File: src/design/clns_pkg.sv
// Shared types, constants and the microprogram for the character-LCD nibble serializer.
// No dependencies; every other design file imports this package.
package clns_pkg;

  typedef enum logic [1:0] {
    MODE_DATA = 2'd0,
    MODE_CMD  = 2'd1,
    MODE_GOTO = 2'd2,
    MODE_NUM  = 2'd3
  } mode_e;

  typedef struct packed {
    logic [1:0]  mode;
    logic [31:0] value;
    logic [1:0]  row;
    logic [5:0]  col;
  } in_word_t;

  typedef struct packed {
    logic       reg_select;
    logic [3:0] nibble;
    logic       last;
  } out_word_t;

  localparam logic [7:0]  CFG_BASE_RST = 8'h80;
  localparam logic [31:0] DIV10_RECIP  = 32'hCCCC_CCCD;
  localparam int          DIV10_SHIFT  = 35;
  localparam logic [3:0]  ASCII_HI     = 4'h3;

  // Datapath operations, one per microprogram step
  typedef enum logic [2:0] {
    OP_LATCH,
    OP_LOAD_BYTE,
    OP_EMIT_HI,
    OP_EMIT_LO,
    OP_MUL,
    OP_REM,
    OP_POP
  } dp_op_e;

  typedef enum logic [1:0] {
    JMP_NEXT,
    JMP_GO,
    JMP_IF,
    JMP_IF_HOME
  } jmp_e;

  typedef enum logic [1:0] {
    COND_NONE,
    COND_NUM,
    COND_MORE,
    COND_DIGITS
  } cond_e;

  localparam int PC_W = 3;

  localparam logic [PC_W-1:0] STEP_IDLE    = 3'd0;
  localparam logic [PC_W-1:0] STEP_LOAD    = 3'd1;
  localparam logic [PC_W-1:0] STEP_EMIT_HI = 3'd2;
  localparam logic [PC_W-1:0] STEP_EMIT_LO = 3'd3;
  localparam logic [PC_W-1:0] STEP_MUL     = 3'd4;
  localparam logic [PC_W-1:0] STEP_REM     = 3'd5;
  localparam logic [PC_W-1:0] STEP_POP     = 3'd6;

  typedef struct packed {
    logic            accept;
    logic            wait_out;
    dp_op_e          op;
    jmp_e            jmp;
    cond_e           cond;
    logic [PC_W-1:0] target;
  } cw_t;

  // Sequencer to datapath
  typedef struct packed {
    dp_op_e op;
    logic   go;
  } ctrl_t;

  // Datapath to sequencer
  typedef struct packed {
    logic in_valid;
    logic is_num;
    logic more;
    logic digits_left;
    logic out_free;
  } status_t;

  function automatic logic [7:0] row_base(input logic [1:0] row);
    logic [7:0] b;
    case (row)
      2'd0:    b = 8'h00;
      2'd1:    b = 8'h40;
      2'd2:    b = 8'h14;
      2'd3:    b = 8'h54;
      default: b = 8'h00;
    endcase
    return b;
  endfunction

  // Microprogram ROM
  function automatic cw_t ucode(input logic [PC_W-1:0] pc);
    cw_t w;
    case (pc)
      STEP_IDLE:    w = '{1'b1, 1'b0, OP_LATCH,     JMP_IF,      COND_NUM,    STEP_MUL};
      STEP_LOAD:    w = '{1'b0, 1'b0, OP_LOAD_BYTE, JMP_NEXT,    COND_NONE,   STEP_IDLE};
      STEP_EMIT_HI: w = '{1'b0, 1'b1, OP_EMIT_HI,   JMP_NEXT,    COND_NONE,   STEP_IDLE};
      STEP_EMIT_LO: w = '{1'b0, 1'b1, OP_EMIT_LO,   JMP_IF_HOME, COND_DIGITS, STEP_POP};
      STEP_MUL:     w = '{1'b0, 1'b0, OP_MUL,       JMP_NEXT,    COND_NONE,   STEP_IDLE};
      STEP_REM:     w = '{1'b0, 1'b0, OP_REM,       JMP_IF,      COND_MORE,   STEP_MUL};
      STEP_POP:     w = '{1'b0, 1'b0, OP_POP,       JMP_GO,      COND_NONE,   STEP_EMIT_HI};
      default:      w = '{1'b0, 1'b0, OP_LATCH,     JMP_GO,      COND_NONE,   STEP_IDLE};
    endcase
    return w;
  endfunction

endpackage

File: src/design/char_lcd_nibble_serializer.sv
// Character-LCD 4-bit bus serializer: takes one LCD request per input word and sends
// it as register-select plus nibble words, high nibble first. A data, command or
// go-to-row/column request runs the latch, load and two nibble steps; a decimal number
// with d digits runs one latch step, and each digit costs one multiply step and one
// remainder step of the reciprocal divide-by-ten unit, then one pop and two nibble
// steps. Output stalls hold the nibble steps, since the single output register must
// empty before the next nibble step advances. Numbers with more than MAX_DIGITS digits
// send only their MAX_DIGITS low digits. The DDRAM command base is written through
// the cfg port, which is always ready; write it only while the block is idle.
module char_lcd_nibble_serializer import clns_pkg::*; #(
  parameter int MAX_DIGITS = 10
) (
  input  logic       clk_i,
  input  logic       rst_ni,
  input  logic       in_valid_i,
  output logic       in_stall_o,
  input  in_word_t   in_word_i,
  output logic       out_valid_o,
  input  logic       out_stall_i,
  output out_word_t  out_word_o,
  input  logic       cfg_valid_i,
  output logic       cfg_ready_o,
  input  logic [7:0] cfg_data_i
);

  logic [7:0] base_q;
  ctrl_t      ctrl;
  status_t    status;
  logic       accept;

  always_ff @(posedge clk_i or negedge rst_ni) begin
    if (!rst_ni) begin
      base_q <= CFG_BASE_RST;
    end else if (cfg_valid_i && cfg_ready_o) begin
      base_q <= cfg_data_i;
    end
  end

  assign cfg_ready_o = 1'b1;
  assign in_stall_o  = !accept;

  clns_seq u_seq (
    .clk_i    (clk_i),
    .rst_ni   (rst_ni),
    .status_i (status),
    .ctrl_o   (ctrl),
    .accept_o (accept)
  );

  clns_datapath #(
    .MAX_DIGITS (MAX_DIGITS)
  ) u_dp (
    .clk_i       (clk_i),
    .rst_ni      (rst_ni),
    .ctrl_i      (ctrl),
    .in_valid_i  (in_valid_i),
    .in_word_i   (in_word_i),
    .base_i      (base_q),
    .out_stall_i (out_stall_i),
    .out_valid_o (out_valid_o),
    .out_word_o  (out_word_o),
    .status_o    (status)
  );

endmodule

File: src/design/clns_seq.sv
// Microcode sequencer: step counter, program ROM lookup and conditional jumps.
// Depends on clns_pkg.
module clns_seq import clns_pkg::*; (
  input  logic    clk_i,
  input  logic    rst_ni,
  input  status_t status_i,
  output ctrl_t   ctrl_o,
  output logic    accept_o
);

  logic [PC_W-1:0] pc_q, pc_d;
  cw_t             cw;
  logic            hold;
  logic            cond_val;
  logic [PC_W-1:0] pc_inc;

  assign cw     = ucode(pc_q);
  assign pc_inc = pc_q + 1'b1;

  // Hold the step while waiting for an input word or for room at the output
  assign hold = (cw.accept && !status_i.in_valid) || (cw.wait_out && !status_i.out_free);

  always_comb begin
    case (cw.cond)
      COND_NUM:    cond_val = status_i.is_num;
      COND_MORE:   cond_val = status_i.more;
      COND_DIGITS: cond_val = status_i.digits_left;
      default:     cond_val = 1'b0;
    endcase
  end

  always_comb begin
    if (hold) begin
      pc_d = pc_q;
    end else begin
      case (cw.jmp)
        JMP_GO:      pc_d = cw.target;
        JMP_IF:      pc_d = cond_val ? cw.target : pc_inc;
        JMP_IF_HOME: pc_d = cond_val ? cw.target : STEP_IDLE;
        default:     pc_d = pc_inc;
      endcase
    end
  end

  always_ff @(posedge clk_i or negedge rst_ni) begin
    if (!rst_ni) begin
      pc_q <= STEP_IDLE;
    end else begin
      pc_q <= pc_d;
    end
  end

  assign ctrl_o.op = cw.op;
  assign ctrl_o.go = !hold;
  assign accept_o  = cw.accept;

endmodule

File: src/design/clns_datapath.sv
// Datapath: request registers, divide-by-ten unit, digit stack and output register.
// Depends on clns_pkg; driven step by step by clns_seq.
module clns_datapath import clns_pkg::*; #(
  parameter int MAX_DIGITS = 10
) (
  input  logic       clk_i,
  input  logic       rst_ni,
  input  ctrl_t      ctrl_i,
  input  logic       in_valid_i,
  input  in_word_t   in_word_i,
  input  logic [7:0] base_i,
  input  logic       out_stall_i,
  output logic       out_valid_o,
  output out_word_t  out_word_o,
  output status_t    status_o
);

  localparam int CNT_W = $clog2(MAX_DIGITS + 1);
  localparam int IDX_W = (MAX_DIGITS > 1) ? $clog2(MAX_DIGITS) : 1;
  localparam int QUO_W = 64 - DIV10_SHIFT;

  logic [1:0]       mode_q;
  logic [31:0]      rest_q;
  logic [1:0]       row_q;
  logic [5:0]       col_q;
  logic [7:0]       byte_q;
  logic             rs_q;
  logic [63:0]      prod_q;
  logic [3:0]       dig_q [MAX_DIGITS];
  logic [CNT_W-1:0] n_q;
  logic             out_valid_q;
  out_word_t        out_word_q;

  logic [QUO_W-1:0] quot;
  logic [31:0]      quot_x10;
  logic [31:0]      rem_full;
  logic [CNT_W-1:0] n_dec;
  logic [7:0]       goto_addr;
  logic             out_free;
  logic             emit;

  assign quot      = prod_q[63:DIV10_SHIFT];
  assign quot_x10  = (32'(quot) << 3) + (32'(quot) << 1);
  assign rem_full  = rest_q - quot_x10;
  assign n_dec     = n_q - 1'b1;
  assign goto_addr = row_base(row_q) + {2'b00, col_q} + base_i;
  assign out_free  = !out_valid_q || !out_stall_i;
  assign emit      = ctrl_i.go && (ctrl_i.op == OP_EMIT_HI || ctrl_i.op == OP_EMIT_LO);

  // Control state
  always_ff @(posedge clk_i or negedge rst_ni) begin
    if (!rst_ni) begin
      n_q         <= '0;
      out_valid_q <= 1'b0;
    end else begin
      if (ctrl_i.go) begin
        case (ctrl_i.op)
          OP_LATCH: n_q <= '0;
          OP_REM:   n_q <= n_q + 1'b1;
          OP_POP:   n_q <= n_dec;
          default:  n_q <= n_q;
        endcase
      end
      if (emit) begin
        out_valid_q <= 1'b1;
      end else if (!out_stall_i) begin
        out_valid_q <= 1'b0;
      end
    end
  end

  // Payload
  always_ff @(posedge clk_i) begin
    if (ctrl_i.go) begin
      case (ctrl_i.op)
        OP_LATCH: begin
          mode_q <= in_word_i.mode;
          rest_q <= in_word_i.value;
          row_q  <= in_word_i.row;
          col_q  <= in_word_i.col;
        end
        OP_LOAD_BYTE: begin
          byte_q <= (mode_q == MODE_GOTO) ? goto_addr : rest_q[7:0];
          rs_q   <= (mode_q == MODE_DATA);
        end
        OP_MUL: begin
          prod_q <= 64'(rest_q) * 64'(DIV10_RECIP);
        end
        OP_REM: begin
          dig_q[n_q[IDX_W-1:0]] <= rem_full[3:0];
          rest_q <= 32'(quot);
        end
        OP_POP: begin
          byte_q <= {ASCII_HI, dig_q[n_dec[IDX_W-1:0]]};
          rs_q   <= 1'b1;
        end
        OP_EMIT_HI: begin
          out_word_q <= '{reg_select: rs_q, nibble: byte_q[7:4], last: 1'b0};
        end
        OP_EMIT_LO: begin
          out_word_q <= '{reg_select: rs_q, nibble: byte_q[3:0], last: (n_q == '0)};
        end
        default: begin
          rs_q <= rs_q;
        end
      endcase
    end
  end

  assign out_valid_o = out_valid_q;
  assign out_word_o  = out_word_q;

  assign status_o.in_valid    = in_valid_i;
  assign status_o.is_num      = (in_word_i.mode == MODE_NUM);
  // Keep dividing while digits remain and the stack has room
  assign status_o.more        = (quot != '0) && (n_q != CNT_W'(MAX_DIGITS - 1));
  assign status_o.digits_left = (n_q != '0);
  assign status_o.out_free    = out_free;

endmodule

File: config.mk
export PLATFORM = sky130hd
export DESIGN_NAME = char_lcd_nibble_serializer
export DESIGN_NICKNAME = d
export VERILOG_FILES = /design/src/design/clns_pkg.sv /design/src/design/char_lcd_nibble_serializer.sv /design/src/design/clns_seq.sv /design/src/design/clns_datapath.sv
export SDC_FILE = /design/constraint.sdc
export NUM_CORES = 1
export LEC_CHECK = 0
export BUFFER_PORTS_ARGS = -buffer_cell sky130_fd_sc_hd__buf_4
export CORE_MARGIN = 8
export CORE_UTILIZATION = 55
export CTS_BUF_LIST = sky130_fd_sc_hd__clkbuf_4
export DETAILED_ROUTE_END_ITERATION = 7
export GPL_TIMING_DRIVEN = 0
export PLACE_DENSITY = 0.69
export SLEW_MARGIN = 10
export SYNTH_ARGS = -nofsm -noshare
export SYNTH_HDL_FRONTEND = slang
export SYNTH_HIERARCHICAL = 1
export SYNTH_SLANG_ARGS = --single-unit
File: constraint.sdc
create_clock -name clk_i -period 7.7 [get_ports clk_i]
set_clock_uncertainty 0.05 [all_clocks]
set_input_delay 1.155 -clock clk_i [delete_from_list [all_inputs] [get_ports clk_i]]
set_output_delay 1.155 -clock clk_i [all_outputs]
set_load 0.005 [all_outputs]
==> results.toml <==
[clocking]
clockBufferDepth = 2
cts_sinks = 142
clkLatencyLatePin_ns = 0.58
cts_tree = "built"
cts_made_buffers = 17
clock_tree.root_cell = "clkbuf_4"
htree_levels = 4
clk_pin_slew_ns = 0.13

[synthesis]
synth_edf_count = 126
synthArstFlopShare = 0.113
syn_area_per_cell_um2 = 10.6
synth.largest_area_cell = "fa_1"
synth.distinct_cells = 75
ys.flop_type = "edfxtp_1"
synth_top_area_frac = 0.335
yosysWarnings = 6
ys_ff_latch = 142
synthTopCellsByArea = "fa_1, ha_1, edfxtp_1"
seq_area_frac_synth = 0.180
syn_nets = 3005
synth_cells = 2190
synthesis.area_mm2 = 0.0233

[setup_path]
r2r-end = "u_dp/prod_q[57]"
critPathKind = "flop to flop"
r2r_start = "u_dp/rest_q[16]"
path_buf_inv = 6
crit_family = "adder cells"
max_stage_delay_ns = 0.57
rrSetupSlack_ns = 0.16
cp.required_ns = 7.99
crit_chain = "buf_4 > ha_4 > inv_1 > fa_1 > inv_1 > fa_1 > inv_1 > fa_1 > inv_1 > fa_1 > fa_1 > fa_1 > fa_1 > ha_2 > a21o_1 > a211o_1 > o32ai_4 > nor2_1 > a211oi_2 > o31ai_4 > a211oi_2 > buf_4 > o21bai_1 > xor2_1"
crit_slowest_cell = "edfxtp_1"
cp.arrival_ns = 7.83
rr_worst_depth = 24
cp-start-kind = "flop"
worstPathMaxFanout = 6
worst_setup_path_end_kind = "flop"
cp_common_cell = "fa_1"

[layout]
mostFrequentLayoutCells = "inv_1, fa_1, ha_1"
nFillCells = 3547
drive_gt1_frac = 0.102
fin_cells = 2873
multi_input_area_mm2 = 0.0171
antennaDiodeCount = 0
final_common_cell = "inv_1"
ff_latch_area_mm2 = 0.00419
area_growth_pct = 8.86
fin_nets = 3136
postLayoutCoreUtil = 0.605

[timing]
relSlewSlack = 0.251
worst_pin_slew_ns = 1.12
max_freq_mhz = 133
hold_violations = 0
finalMaxSlewViolations = 0
period_minus_slack_ns = 7.54
finalCritPeriodShare = 0.979
finalSetupViolCount = 0
tns_ns = 0
whs_ns = 0.384

[detailed_routing]
viasPerCell = 5.57
first_iter_violations = 1153
drt-pass1-iter-count = 7
wl_per_cell_um = 22.2
wl_um = 63700
ant_nets = 0
drc_errors = 0
vias = 16000

[global_routing]
grt_pass1_wl_um = 98200
grt_pass1_vias = 17500
grt_use_total = 0.262
grt_max_degree = 33
overflow = 0
antenna_found_initial = 0

[flow_run]
drv_cap = 0

[place]
numPlacedInstances = 2792
portBuffers = 60
dp.final_hpwl_um = 55500
gp_congestion = 0.984

[worst_hold_path]
min_path_type = "primary input to asynchronous set/reset pin"

[floorplan]
dieArea_mm2 = 0.0491
start_util = 0.556
io_pins = 64
chipHeight_um = 222
core-area_mm2 = 0.0419
die_w_um = 222
rows = 75

[run_status]
status = "finished clean"
-- worst register-to-register path, cell delays in order (launching register included) --
cell and delay (ns):
edfxtp_1 0.57, buf_4 0.22, ha_4 0.33, inv_1 0.14, fa_1 0.51, inv_1 0.06, fa_1 0.51, inv_1 0.08
fa_1 0.50, inv_1 0.06, fa_1 0.56, fa_1 0.43, fa_1 0.46, fa_1 0.51, ha_2 0.35, a21o_1 0.26
a211o_1 0.34, o32ai_4 0.27, nor2_1 0.09, a211oi_2 0.29, o31ai_4 0.15, a211oi_2 0.22, buf_4 0.17, o21bai_1 0.09
xor2_1 0.14
-- flip-flops by register name, indices dropped and copies added (netlist names) --
register / flops
base_q: 8
u_dp/byte_q: 8
u_dp/col_q: 6
u_dp/dig_q: 40
u_dp/mode_q: 2
u_dp/n_q: 4
u_dp/out_valid_o: 1
u_dp/out_word_o: 6
u_dp/prod_q: 29
u_dp/rest_q: 32
u_dp/row_q: 2
u_dp/rs_q: 1
u_seq/pc_q: 3
-- how the worst max path moves through the flow --
stage	start	endpoint	slack, ns	cells past startpoint
4_1_cts	u_dp/rest_q[24]	u_dp/prod_q[43]	0.0004	19
3_5_place_dp	u_dp/rest_q[20]	u_dp/prod_q[58]	-0.70	22
2_1_floorplan	u_dp/rest_q[18]	u_dp/prod_q[57]	0.93	24
3_3_place_gp	u_dp/rest_q[18]	u_dp/prod_q[58]	-0.69	24
6_report	u_dp/rest_q[16]	u_dp/prod_q[57]	0.16	24
5_1_grt	u_dp/rest_q[16]	u_dp/prod_q[57]	-0.02	24
-- metal layers --
layer  vias up  wire [µm]  global-route usage
li1       7276          -                   -
met2       551      31500               0.452
met5         -          0                   0
met4         0       3940               0.144
met3       142       3260              0.0284
met1      8036      25100               0.321
-- cell type report --
cell class / count / share of cell area
Multi-Input combinational cell: 1455 / 0.674
Timing Repair Buffer: 118 / 0.0355
Inverter: 552 / 0.0818
Clock inverter: 14 / 0.00524
Clock buffer: 18 / 0.00534
Buffer: 35 / 0.00603
Sequential cell: 142 / 0.165
Tap cell: 539 / 0.0266
-- synth_stat cells (13+ instances only) --
cell / n
and3_1: 15
a21oi_1: 81
a21o_1: 42
xnor2_1: 44
fa_1: 389
clkbuf_1: 33
o21ai_0: 41
xor2_1: 46
edfxtp_1: 126
nand3_1: 15
ha_1: 371
nor3_1: 16
and2_1: 16
nor2_1: 31
inv_1: 552
nand2_1: 164
nand4_1: 15
dfrtp_1: 15
o21bai_1: 13
-- kinds of logic after synthesis --
family	after synthesis	synth area share
xor+xnor	90	0.0339
buf+inv	593	0.0965
simple gates	326	0.0672
other cells	1	0.000161
flops	142	0.180
mux	30	0.0193
fa+ha+maj	760	0.534
compound gates	248	0.0689
-- stage by stage --
step,setup slack [ns],area (µm²)
finish,0.158,25300
detailed placement,-0.696,24400
global route,-0.0177,25300
floorplan,0.928,23300
global placement,-0.686,24400
CTS,0.000449,25100
-- timing repair --
action                                  CTS  global route
hold buffers                              0             0
pin swaps                                 3             3
endpoints found under the setup margin   25            14
buffers inserted                         44            11
gates resized for setup                  25            26
Power is not shown: default switching activity piles up to over one toggle a cycle in this logic, so the estimate is an artifact.
